==> src/design/psw_pkg.sv <==
`default_nettype none

package psw_pkg;

  // Sizes
  localparam int MAX_PATTERN = 16;
  localparam int MAX_TEXT    = 65536;
  localparam int POS_W       = $clog2(MAX_TEXT + 1);
  localparam int LEN_W       = 5;
  localparam int IDX_W       = (MAX_PATTERN > 1) ? $clog2(MAX_PATTERN) : 1;
  localparam int START_W     = 16;
  localparam int CFG_IDX_W   = 3;
  localparam int CFG_DATA_W  = 64;

  // Result queue, depth a power of two
  localparam int RES_DEPTH   = 4;
  localparam int RES_PTR_W   = $clog2(RES_DEPTH);
  localparam int RES_CNT_W   = $clog2(RES_DEPTH + 1);

  // Characters
  localparam logic [7:0] CH_SPACE = 8'h20;
  localparam logic [7:0] CH_TAB   = 8'h09;
  localparam logic [7:0] CH_LF    = 8'h0A;
  localparam logic [7:0] CH_VT    = 8'h0B;
  localparam logic [7:0] CH_FF    = 8'h0C;
  localparam logic [7:0] CH_CR    = 8'h0D;
  localparam logic [7:0] CH_UP_A  = 8'h41;
  localparam logic [7:0] CH_UP_Z  = 8'h5A;
  localparam logic [7:0] CH_LO_A  = 8'h61;
  localparam logic [7:0] CH_LO_Z  = 8'h7A;
  localparam logic [7:0] CH_UNDER = 8'h5F;
  localparam logic [7:0] CASE_GAP = 8'h20;

  typedef enum logic [1:0] {
    MODE_CONTAINS = 2'd0,
    MODE_WORD     = 2'd1,
    MODE_STARTS   = 2'd2,
    MODE_ENDS     = 2'd3
  } mode_t;

  typedef enum logic [CFG_IDX_W-1:0] {
    REG_PAT_LO  = 3'd0,
    REG_PAT_HI  = 3'd1,
    REG_PAT_LEN = 3'd2,
    REG_CASE    = 3'd3,
    REG_MODE    = 3'd4
  } reg_idx_t;

  typedef struct packed {
    logic               overflow;
    logic               last_result;
    logic               match_valid;
    logic [START_W-1:0] match_start;
  } result_t;

  typedef struct packed {
    logic shift;
    logic fold;
  } cell_ctrl_t;

  function automatic logic is_white(input logic [7:0] c);
    is_white = (c == CH_SPACE) || (c == CH_TAB) || (c == CH_LF) ||
               (c == CH_FF) || (c == CH_VT) || (c == CH_CR);
  endfunction

  function automatic logic is_word_byte(input logic [7:0] c);
    is_word_byte = ((c >= CH_UP_A) && (c <= CH_UP_Z)) ||
                   ((c >= CH_LO_A) && (c <= CH_LO_Z)) || (c == CH_UNDER);
  endfunction

  function automatic logic [7:0] fold_byte(input logic [7:0] c, input logic fold_en);
    if (fold_en && (c >= CH_LO_A) && (c <= CH_LO_Z)) begin
      fold_byte = c - CASE_GAP;
    end else begin
      fold_byte = c;
    end
  endfunction

endpackage

`default_nettype wire

==> src/design/psw_cell.sv <==
`default_nettype none

module psw_cell (
  input  logic                 clk,
  input  psw_pkg::cell_ctrl_t  ctrl,
  input  logic [7:0]           data_in,
  input  logic [7:0]           pattern_byte,
  input  logic                 active,
  output logic [7:0]           data_out,
  output logic                 hit
);
  import psw_pkg::*;

  logic [7:0] held;

  // Take the byte from the upstream neighbor on each accepted item
  always_ff @(posedge clk) begin
    if (ctrl.shift) begin
      held <= data_in;
    end
  end

  assign data_out = held;

  // Compare the byte entering this cell; cells past the pattern always hit
  assign hit = !active || (fold_byte(data_in, ctrl.fold) == fold_byte(pattern_byte, ctrl.fold));

endmodule

`default_nettype wire

==> src/design/psw_result_fifo.sv <==
`default_nettype none

module psw_result_fifo (
  input  logic              clk,
  input  logic              rst,
  input  logic              push_first,
  input  logic              push_second,
  input  psw_pkg::result_t  first_item,
  input  psw_pkg::result_t  second_item,
  input  logic              pop,
  output logic              head_valid,
  output psw_pkg::result_t  head_item,
  output logic              room
);
  import psw_pkg::*;

  result_t                slots [RES_DEPTH];
  logic [RES_PTR_W-1:0]   wr_ptr;
  logic [RES_PTR_W-1:0]   rd_ptr;
  logic [RES_CNT_W-1:0]   count;
  logic [RES_PTR_W-1:0]   wr_ptr_second;
  logic [RES_CNT_W-1:0]   count_next;
  logic [RES_PTR_W-1:0]   wr_ptr_next;

  assign wr_ptr_second = RES_PTR_W'(wr_ptr + 1'b1);

  // Write up to two items per cycle
  always_ff @(posedge clk) begin
    if (push_first) begin
      slots[wr_ptr] <= first_item;
    end
    if (push_second) begin
      slots[wr_ptr_second] <= second_item;
    end
  end

  always_comb begin
    count_next = count + RES_CNT_W'(push_first) + RES_CNT_W'(push_second)
                 - RES_CNT_W'(pop);
    wr_ptr_next = wr_ptr;
    if (push_second) begin
      wr_ptr_next = RES_PTR_W'(wr_ptr + 2'd2);
    end else if (push_first) begin
      wr_ptr_next = wr_ptr_second;
    end
  end

  // Advance pointers and fill count
  always_ff @(posedge clk) begin
    if (rst) begin
      wr_ptr <= '0;
      rd_ptr <= '0;
      count  <= '0;
    end else begin
      wr_ptr <= wr_ptr_next;
      count  <= count_next;
      if (pop) begin
        rd_ptr <= RES_PTR_W'(rd_ptr + 1'b1);
      end
    end
  end

  assign head_valid = (count != '0);
  assign head_item  = slots[rd_ptr];
  assign room       = (count <= RES_CNT_W'(RES_DEPTH - 2));

endmodule

`default_nettype wire

==> src/design/pattern_search_with_word_modes.sv <==
// A result is queued as its item is accepted and goes out on m_axis from the queue head.
// Throughput: one text byte per cycle; an item may yield two results, which drain at one
// per cycle through a four-entry result queue, and s_axis_tready drops while it holds
// more than two results.
// Reset: synchronous rst restores the registers to their defaults and clears position,
// skip count, pending match, overflow and the result queue; the byte window is not reset.
`default_nettype none

module pattern_search_with_word_modes (
  input  logic                              clk,
  input  logic                              rst,
  input  logic                              s_axis_tvalid,
  output logic                              s_axis_tready,
  input  logic [7:0]                        s_axis_tdata,  // [7:0] text_byte
  input  logic                              s_axis_tlast,  // last_byte
  output logic                              m_axis_tvalid,
  input  logic                              m_axis_tready,
  output logic [psw_pkg::START_W-1:0]       m_axis_tdata,  // [15:0] match_start
  output logic [1:0]                        m_axis_tuser,  // [0] match_valid, [1] overflow
  output logic                              m_axis_tlast,  // last_result
  input  logic                              cfg_valid,
  output logic                              cfg_ready,
  input  logic [psw_pkg::CFG_IDX_W-1:0]     cfg_index,
  input  logic [psw_pkg::CFG_DATA_W-1:0]    cfg_data
);
  import psw_pkg::*;

  // Registers
  logic [CFG_DATA_W-1:0]  pat_lo;
  logic [CFG_DATA_W-1:0]  pat_hi;
  logic [LEN_W-1:0]       pat_len;
  logic                   case_sens;
  mode_t                  mode;

  // Text state
  logic [POS_W-1:0]       pos;
  logic [LEN_W-1:0]       skip;
  logic                   pend_valid;
  logic [POS_W-1:0]       pend_start;
  logic [7:0]             pend_before;
  logic                   pend_word;
  logic                   ovf;

  logic [POS_W-1:0]       pos_next;
  logic [LEN_W-1:0]       skip_next;
  logic                   pend_valid_next;
  logic [POS_W-1:0]       pend_start_next;
  logic [7:0]             pend_before_next;
  logic                   pend_word_next;
  logic                   ovf_next;

  logic [2*CFG_DATA_W-1:0] pat_all;
  logic [7:0]             pat_bytes [MAX_PATTERN];
  logic [LEN_W-1:0]       len_eff;
  cell_ctrl_t             cell_ctrl;
  logic [7:0]             cell_in   [MAX_PATTERN];
  logic [7:0]             cell_out  [MAX_PATTERN];
  logic [7:0]             cell_pat  [MAX_PATTERN];
  logic [MAX_PATTERN-1:0] cell_act;
  logic [MAX_PATTERN-1:0] cell_hit;

  logic                   in_fire;
  logic                   out_fire;
  logic                   room;
  logic [POS_W-1:0]       pos_inc;
  logic [POS_W-1:0]       len_ext;
  logic [POS_W-1:0]       start_pos;
  logic [IDX_W-1:0]       before_idx;
  logic [7:0]             before_byte;
  logic                   ovf_hit;
  logic                   edge_start;
  logic                   pend_ok;
  logic                   r0_valid;
  logic                   r1_valid;
  logic                   left_ok;
  logic                   push_first;
  logic                   push_second;
  result_t                first_item;
  result_t                second_item;
  result_t                r0;
  result_t                r1;
  result_t                head_item;

  assign cfg_ready     = 1'b1;
  assign in_fire       = s_axis_tvalid && room;
  assign s_axis_tready = room;
  assign out_fire      = m_axis_tvalid && m_axis_tready;

  // Register writes
  always_ff @(posedge clk) begin
    if (rst) begin
      pat_lo    <= '0;
      pat_hi    <= '0;
      pat_len   <= LEN_W'(1);
      case_sens <= 1'b1;
      mode      <= MODE_CONTAINS;
    end else if (cfg_valid) begin
      unique case (cfg_index)
        REG_PAT_LO:  pat_lo    <= cfg_data;
        REG_PAT_HI:  pat_hi    <= cfg_data;
        REG_PAT_LEN: pat_len   <= cfg_data[LEN_W-1:0];
        REG_CASE:    case_sens <= cfg_data[0];
        REG_MODE:    mode      <= mode_t'(cfg_data[1:0]);
        default: begin
        end
      endcase
    end
  end

  // Clamp length and line up pattern bytes with the cells, last pattern byte at cell 0
  assign pat_all = {pat_hi, pat_lo};
  assign len_eff = (pat_len > LEN_W'(MAX_PATTERN)) ? LEN_W'(MAX_PATTERN) : pat_len;
  assign cell_ctrl.shift = in_fire;
  assign cell_ctrl.fold  = !case_sens;

  for (genvar k = 0; k < MAX_PATTERN; k++) begin : g_pat
    assign pat_bytes[k] = pat_all[k*8 +: 8];
  end

  for (genvar j = 0; j < MAX_PATTERN; j++) begin : g_cell
    logic [LEN_W-1:0] pat_idx;
    assign pat_idx     = LEN_W'(len_eff - LEN_W'(1) - LEN_W'(j));
    assign cell_act[j] = (LEN_W'(j) < len_eff);
    assign cell_pat[j] = pat_bytes[pat_idx[IDX_W-1:0]];
    if (j == 0) begin : g_head
      assign cell_in[j] = s_axis_tdata;
    end else begin : g_link
      assign cell_in[j] = cell_out[j-1];
    end
    psw_cell u_cell (
      .clk          (clk),
      .ctrl         (cell_ctrl),
      .data_in      (cell_in[j]),
      .pattern_byte (cell_pat[j]),
      .active       (cell_act[j]),
      .data_out     (cell_out[j]),
      .hit          (cell_hit[j])
    );
  end

  // Match position and the byte just before it
  assign pos_inc     = POS_W'(pos + 1'b1);
  assign len_ext     = POS_W'(len_eff);
  assign start_pos   = POS_W'(pos_inc - len_ext);
  assign edge_start  = (pos_inc == len_ext);
  assign before_idx  = IDX_W'(len_eff - LEN_W'(1));
  assign before_byte = cell_out[before_idx];
  assign ovf_hit     = (pos >= POS_W'(MAX_TEXT));

  // Decide the pending match, look for a new one and form the results
  always_comb begin
    pos_next         = pos;
    skip_next        = skip;
    pend_valid_next  = pend_valid;
    pend_start_next  = pend_start;
    pend_before_next = pend_before;
    pend_word_next   = pend_word;
    ovf_next         = ovf | ovf_hit;
    pend_ok          = 1'b0;
    r1_valid         = 1'b0;
    left_ok          = edge_start || is_white(before_byte);

    if (!ovf_hit) begin
      pos_next = pos_inc;
    end

    if (!pend_word || (pend_start == '0)) begin
      pend_ok = is_white(s_axis_tdata);
    end else begin
      pend_ok = !is_word_byte(pend_before) && !is_word_byte(s_axis_tdata);
    end
    r0_valid        = pend_valid && !ovf_hit && pend_ok;
    pend_valid_next = 1'b0;

    if (!ovf_next) begin
      if (skip != '0) begin
        skip_next = LEN_W'(skip - 1'b1);
      end else if ((len_eff != '0) && (pos_inc >= len_ext) && (&cell_hit)) begin
        skip_next = LEN_W'(len_eff - 1'b1);
        unique case (mode)
          MODE_CONTAINS: r1_valid = 1'b1;
          MODE_STARTS:   r1_valid = left_ok;
          MODE_WORD, MODE_ENDS: begin
            if (s_axis_tlast) begin
              r1_valid = (mode == MODE_ENDS) || left_ok;
            end else begin
              pend_valid_next  = 1'b1;
              pend_start_next  = start_pos;
              pend_before_next = before_byte;
              pend_word_next   = (mode == MODE_WORD);
            end
          end
          default: r1_valid = 1'b0;
        endcase
      end
    end

    r0.match_start = pend_start[START_W-1:0];
    r0.match_valid = 1'b1;
    r0.last_result = 1'b0;
    r0.overflow    = ovf_next;
    r1.match_start = start_pos[START_W-1:0];
    r1.match_valid = 1'b1;
    r1.last_result = s_axis_tlast;
    r1.overflow    = ovf_next;

    // Order: pending result, then new match, else end report on the last byte
    push_first  = in_fire && (r0_valid || r1_valid || s_axis_tlast);
    push_second = in_fire && r0_valid && r1_valid;
    second_item = r1;
    if (r0_valid) begin
      first_item = r0;
      first_item.last_result = s_axis_tlast && !r1_valid;
    end else if (r1_valid) begin
      first_item = r1;
    end else begin
      first_item.match_start = '0;
      first_item.match_valid = 1'b0;
      first_item.last_result = 1'b1;
      first_item.overflow    = ovf_next;
    end

    // Drop all text state after the last byte
    if (s_axis_tlast) begin
      pos_next         = '0;
      skip_next        = '0;
      pend_valid_next  = 1'b0;
      pend_start_next  = '0;
      pend_before_next = '0;
      pend_word_next   = 1'b0;
      ovf_next         = 1'b0;
    end
  end

  // Hold text state
  always_ff @(posedge clk) begin
    if (rst) begin
      pos         <= '0;
      skip        <= '0;
      pend_valid  <= 1'b0;
      pend_start  <= '0;
      pend_before <= '0;
      pend_word   <= 1'b0;
      ovf         <= 1'b0;
    end else if (in_fire) begin
      pos         <= pos_next;
      skip        <= skip_next;
      pend_valid  <= pend_valid_next;
      pend_start  <= pend_start_next;
      pend_before <= pend_before_next;
      pend_word   <= pend_word_next;
      ovf         <= ovf_next;
    end
  end

  psw_result_fifo u_results (
    .clk         (clk),
    .rst         (rst),
    .push_first  (push_first),
    .push_second (push_second),
    .first_item  (first_item),
    .second_item (second_item),
    .pop         (out_fire),
    .head_valid  (m_axis_tvalid),
    .head_item   (head_item),
    .room        (room)
  );

  assign m_axis_tdata = head_item.match_start;
  assign m_axis_tuser = {head_item.overflow, head_item.match_valid};
  assign m_axis_tlast = head_item.last_result;

endmodule

`default_nettype wire

==> config.mk <==
export PLATFORM = sky130hd
export DESIGN_NAME = pattern_search_with_word_modes
export DESIGN_NICKNAME = d
export VERILOG_FILES = /design/src/design/psw_pkg.sv /design/src/design/psw_cell.sv /design/src/design/psw_result_fifo.sv /design/src/design/pattern_search_with_word_modes.sv
export SDC_FILE = /design/constraint.sdc
export NUM_CORES = 1
export LEC_CHECK = 0
export BUFFER_PORTS_ARGS = -buffer_cell sky130_fd_sc_hd__buf_2
export CORE_ASPECT_RATIO = 0.8
export CORE_UTILIZATION = 50
export CTS_CLUSTER_SIZE = 20
export DETAILED_ROUTE_END_ITERATION = 6
export PLACE_DENSITY = 0.66
export SLEW_MARGIN = 20
export SYNTH_ARGS = -nofsm -noshare
export SYNTH_HDL_FRONTEND = slang
export SYNTH_SLANG_ARGS = --single-unit
==> constraint.sdc <==
create_clock -name clk -period 29.5 [get_ports clk]
set_clock_uncertainty 0.05 [all_clocks]
set_input_delay 0 -clock clk [delete_from_list [all_inputs] [get_ports clk]]
set_output_delay 0 -clock clk [all_outputs]
set_load 0.1 [all_outputs]
Word-level counts from Yosys, hierarchy flattened
Memories as Yosys holds them, arrays and structs flattened. A register that Yosys moved wholly into a read port is not among the register bits.
Cells that the tools add are included.
W data, S select, Z words.
Storage, ports and cells
  logic and storage cells: 536
  output and inout port bits: 22
  register bits: 321
  memories: 1
  bits of input ports: 81
  memory bits (writable): 76
Memories
  u_results.slots: words 4, bits a word 19, rd ports 1, clocked after Yosys merged registers in 1, write ports 2, line psw_result_fifo.sv:17  | result_t slots [RES_DEPTH];
Operators by class
  muxes and demuxes: 127
  equal/unequal tests: 41
  reductions and logical operators: 156
  bitwise operators: 17
  magnitude comparators: 106
  $add $sub $neg: 57
Operator list (count)
  $mux W8: 71
  $bmux W8 S4: 17
  $ge A8 B7 Y1 const B: 35
  $le A8 B7 Y1 const B: 35
  $sub A8 B6 Y8 const B: 32
  $eq A8 B8 Y1: 16
  $mux W17: 7
  $eq A8 B4 Y1 const B: 10
  $ge A5 B5 Y1 const B: 16
  $not A4 Y5: 16
  $logic_and A1 B1 Y1: 79
  $lt A4 B5 Y1 const A: 8
  $mux W18: 2
  $logic_or A1 B1 Y1: 35
  $sub A4 B4 Y4 const B: 8
  $mux W5: 5
  $logic_not A1 Y1: 22
  $lt A3 B5 Y1 const A: 4
  $mux W1: 20
  $add A17 B1 Y17 const B: 1
  $eq A17 B5 Y1: 1
  $ge A17 B17 Y1 const B: 1
  $ge A17 B5 Y1: 1
  $logic_not A17 Y1: 1
  34 further kinds: 61

Logic depth before layout (Yosys ltp)
  word-level depth: 26
  gate-level depth with buffers: 43

Cells and area by module
A second synthesis with hierarchy kept.
Unflattened totals
  cell total of the unflattened synthesis: 2741
  area, all modules: 28120.7 µm²
Modules (own cells, without submodules)
  pattern_search_with_word_modes: times used 1, cells each 1734, area an instance 14893.0 µm²
  psw_cell: times used 16, cells each 48, area an instance 566.8 µm²
  psw_result_fifo: times used 1, cells each 239, area an instance 4159.0 µm²

Worst setup path after synthesis
No wires, ideal clock.
  path kind: reg-to-reg
  start: register pat_len[4]
  end: memory u_results.slots[3][0] (netlist name), enable pin
  required time: 29032 ps
  buffers on the path: 15
  stages on the path, launching flop included: 37
  setup slack: 20191 ps
  data arrival time: 8841 ps
  clock period less this slack: 9309 ps
  path through: dfxtp_1 buf_6 nand2b_4 buf_12 buf_4 buf_4 buf_4 buf_2 buf_2 buf_2 buf_2 ha_1 xnor2_2 inv_2 buf_4 buf_2 buf_1 clkbuf_1 ha_1 clkbuf_1 nor2_1 mux2i_1 mux2i_1 mux4_2 inv_1 ha_1 xor3_1 nor2_1 a21boi_0 nor3_1 a21oi_1 a2111oi_2 and4b_1 buf_4 o21a_2 inv_2 o21ai_0
RTL lines
  start: declaration: line pattern_search_with_word_modes.sv:31  | logic [LEN_W-1:0] pat_len;
  start signal: assignment: line pattern_search_with_word_modes.sv:101  | REG_PAT_LEN: pat_len <= cfg_data[LEN_W-1:0];
  end: declaration: line psw_result_fifo.sv:17

Final worst setup path
  start: register pat_len[4]
  end: register u_results.count[1]
On the way
  cells in the longest elaborated chain, start to end: 26
  elaborated cells on any way between the ends: 276
  classes of those cells: add/sub (35); order compare (50); eq/ne (23); mux (73); bitwise (16); reduce/logical (79)
Ends and longest elaborated chain
  $gt A5 B5 Y1: line pattern_search_with_word_modes.sv:112  | assign len_eff = (pat_len > LEN_W'(MAX_PATTERN)) ? LEN_W'(MAX_PATTERN) : pat_len;
  $mux W5 (*): line pattern_search_with_word_modes.sv:112
  parallel branches: the longest is 15 deep, another holds $ge A8 B7 Y1
  $mux W1 (*): line pattern_search_with_word_modes.sv:178  | end else if ((len_eff != '0) && (pos_inc >= len_ext) && (&cell_hit)) begin
  $mux W1 (*): line pattern_search_with_word_modes.sv:176  | if (skip != '0) begin
  $mux W1 (*): line pattern_search_with_word_modes.sv:175  | if (!ovf_next) begin
  $logic_or A1 B1 Y1 (2 in a row): line pattern_search_with_word_modes.sv:208  | push_first = in_fire && (r0_valid || r1_valid || s_axis_tlast);
  $logic_and A1 B1 Y1: line pattern_search_with_word_modes.sv:208
  $add A3 B1 Y3: line psw_result_fifo.sv:38  | count_next = count + RES_CNT_W'(push_first) + RES_CNT_W'(push_second)
  $add A3 B1 Y3 (*): line psw_result_fifo.sv:38
  $sub A3 B1 Y3 (*): line psw_result_fifo.sv:39  | - RES_CNT_W'(pop);
  named net u_results.count_next[1]: line psw_result_fifo.sv:22  | logic [RES_CNT_W-1:0] count_next;
  end signal: assignment: line psw_result_fifo.sv:56  | count <= count_next;
  end: declaration: line psw_result_fifo.sv:20  | logic [RES_CNT_W-1:0] count;
Mark *: on every way through the listed nets, which the timed path passes. The select of a mux whose other input is x is not followed.
A chain may end at the register's enable or synchronous reset.

==> impl_metrics.json <==
{
  "maxCapViolCount": 0,
  "path_clk_slew_ns": 0.06,
  "area_growth_pct": 11.0,
  "violations": "design-rule violations",
  "async_reset_ff_frac": 0,
  "routedWlPerCell_um": 31.4,
  "cts_setup_buffers": 0,
  "synthCells": 3299,
  "crit_type": "flop to flop",
  "place_congestion": 1.13,
  "setup_viol": 0,
  "grt_pass1_vias": 26900,
  "grt_max_degree": 99,
  "hold_path.class": "primary input to flop",
  "cts_tree": "done",
  "synthSimpleGateAreaFrac": 0.160,
  "die_w_um": 280,
  "dieArea_um2": 62900,
  "synthesis.area_um2": 31000,
  "ys.flop_type": "edfxtp_1",
  "ys_ff_latch": 399,
  "cts_htree_levels": 2,
  "outcome": "finished with violations",
  "syn_nets": 3443,
  "synthMuxAreaShare": 0.213,
  "setup_tns_ns": 0,
  "tightest_slew_ns": 1.25,
  "grt_pass1_wl_mm": 191,
  "synth_top_area_frac": 0.194,
  "yosys.area_share.xor_xnor": 0.0492,
  "hold_violations": 0,
  "critPathMaxFanout": 98,
  "synth_compound_area_frac": 0.179,
  "synthTopCellsByArea": "edfxtp_1 (19%), dfxtp_1 (13%), mux4_2 (10%)",
  "multi_input_area_um2": 19500,
  "drt-total-wl_mm": 133,
  "post_dp_cell_area_um2": 32000,
  "fill_cells": 5410,
  "setup_ws_ns": 19.10,
  "ir_drop_uv": 56.8,
  "layout-drive-gt1-share": 0.142,
  "fin_crit_sh": 0.353,
  "seqCellArea_um2": 9990,
  "worst_setup_path_start_kind": "flop",
  "drtIter0Drc": 4553,
  "die_h_um": 225,
  "required_ns": 29.91,
  "end_kind": "flop",
  "relSlewSlack": 0.162,
  "dp_hpwl_mm": 99.7,
  "rows": 81,
  "clock-sinks": 399,
  "clock_tree.root_cell": "clkbuf_16",
  "slew_violations": 0,
  "io_buffers": 101,
  "cts_resized": 0,
  "cts_made_buffers": 43,
  "nets": 3507,
  "synth_warnings": 0,
  "drtPass1Iterations": 7,
  "rsz0062_at_grt": "false",
  "seq_area_frac_synth": 0.323,
  "grt.overflow.total": 0,
  "power.leakage_uw": 0.0120,
  "period_minus_slack_ns": 10.40,
  "drtAntennaViolNets": 0,
  "final_core_util": 0.562,
  "yosysUniqueCellTypes": 103,
  "num_vias": 29500,
  "clk_latency_ns": 0.61,
  "synth-edff-count": 200,
  "coreArea_um2": 61100,
  "initial_core_util": 0.507,
  "synthAdderAreaFrac": 0.0262,
  "clk_path_buf_depth": 3,
  "syn_area_per_cell_um2": 9.38,
  "antenna_found_initial": 9,
  "vias_per_cell": 6.98,
  "dp_slack_ns": 19.35,
  "arrival_ns": 10.81,
  "synth.largest_area_cell": "edfxtp_1",
  "synth_top_family_by_area": "multiplexers",
  "io_pins": 103,
  "stdcell_area_um2": 34400,
  "power.density_nw_per_um2": 59.8,
  "drc": 7,
  "fmax_mhz": 96.2,
  "cts_hold_buf": 84,
  "grtUsageTotal": 0.415
}
-- flip-flops by register name, indices dropped and copies added (netlist names), 8 cells and up, named ones only --
register / flops
g_cell.u_cell.data_out: 128
u_results.slots: 76
pat_hi: 64
pat_lo: 64
pend_start: 17
pos: 17
pend_before: 8
-- cell usage after synthesis (83+ instances only) --
library cell,number
inv_1,118
a21oi_1,257
clkbuf_1,113
edfxtp_1,200
a22o_1,89
xnor2_1,100
o21ai_0,100
mux4_2,137
nor2_1,134
nand2_1,466
nand3_1,83
dfxtp_1,199
mux2i_1,292
-- cells in the final DEF, fill, tap and decap left out, drive strengths merged, types with 12 or more instances in the layout --
master / count
a211oi: 39
edfxtp: 200
nor2b: 32
clkbuf: 54
nor3b: 25
o311ai: 14
a31oi: 39
mux2i: 292
dlygate4sd3: 84
a22oi: 40
and3b: 16
nor3: 60
or2: 12
mux4: 137
nor4: 28
and2: 14
a311oi: 12
or3: 28
xor2: 59
a21oi: 257
nand3: 83
inv: 129
and3: 25
o21ai: 104
dfxtp: 199
nand4: 28
a22o: 89
nor2: 141
nand2: 467
buf: 162
o211ai: 30
ha: 60
nand2b: 19
nand3b: 16
xnor2: 101
o31ai: 14
clkinv: 15
a21o: 24
mux2: 51
-- per-layer routing --
| metal | wire, µm | vias up | GRT usage | part of all wire |
|---|---|---|---|---|
| li1 | - | 12600 | - | - |
| met1 | 55600 | 14600 | 0.603 | 0.42 |
| met2 | 54700 | 2010 | 0.584 | 0.41 |
| met3 | 17200 | 274 | 0.113 | 0.13 |
| met4 | 5280 | 6 | 0.148 | 0.040 |
| met5 | 37 | - | 0 | 0.00028 |
-- stage by stage --
step	hold slack, ns	total power, µW	cells
2_1_floorplan	0.0489	1240	3299
3_3_place_gp	0.201	1450	4062
3_5_place_dp	0.208	1460	4063
4_1_cts	0.128	2040	4226
5_1_grt	0.164	2120	4227
6_report	0.147	2060	4231
-- path summary, 6_finish.rpt --
kind / startpoint / endpoint / slack, ns / cells after the start
setup / recovery: pat_len[4]$_SDFFE_PP0P_ / u_results.count[1]$_SDFF_PP0_ / 19.10 / 24
hold reg to reg: pend_start[16]$_SDFFE_PP0P_ / pend_start[16]$_SDFFE_PP0P_ / 0.43 / 1
hold / removal: cfg_data[10] / pat_hi[10]$_SDFFE_PP0P_ / 0.15 / 4
setup reg to reg: pat_len[4]$_SDFFE_PP0P_ / u_results.count[1]$_SDFF_PP0_ / 19.10 / 24
-- logic make-up (layout without fill, tap and decap cells) --
| group | after synthesis | count (layout) |
|---|---|---|
| XOR/XNOR | 165 | 165 |
| flip-flops | 399 | 399 |
| buffers and inverters | 353 | 451 |
| AO/OA/AOI/OAI | 814 | 814 |
| other | 1 | 5 |
| multiplexers | 480 | 480 |
| adder cells (fa/ha/maj) | 63 | 63 |
| AND/OR/NAND/NOR | 1024 | 1024 |
-- power breakdown --
part / switching (µW) / internal (µW) / leakage, µW
combinational: 452 / 232 / 0.00779
sequential: 122 / 681 / 0.00350
clock: 247 / 322 / 0.000712
-- worst max-delay path: stages, from the launching register on --
cell and delay (ns):
dfxtp_2 0.75, nand2b_4 0.77, clkinv_2 0.67, ha_4 0.79, buf_12 0.37, and4bb_2 0.34
a21oi_1 0.41, nor4_2 0.07, buf_4 0.21, nor2_1 0.39, mux4_2 0.61, a211oi_1 0.40
a311oi_1 0.15, a311o_1 0.40, o41ai_1 0.37, nand4bb_1 0.16, a2111oi_2 0.44, and4b_1 0.84
and2_1 0.31, inv_1 0.15, ha_1 0.31, fa_1 0.37, inv_1 0.08, fa_1 0.39
nor2b_1 0.13
-- cell type report --
cell class / instances / area share
tap: 830 / 0.0302
sequential: 399 / 0.291
antenna: 4 / 0.000291
clock buffer: 54 / 0.0343
timing repair buffer: 246 / 0.0541
inverter: 126 / 0.0139
clock inverter: 25 / 0.00830
multi-input combinational: 2547 / 0.568
Note: power is estimated with default switching activity, not from simulation.
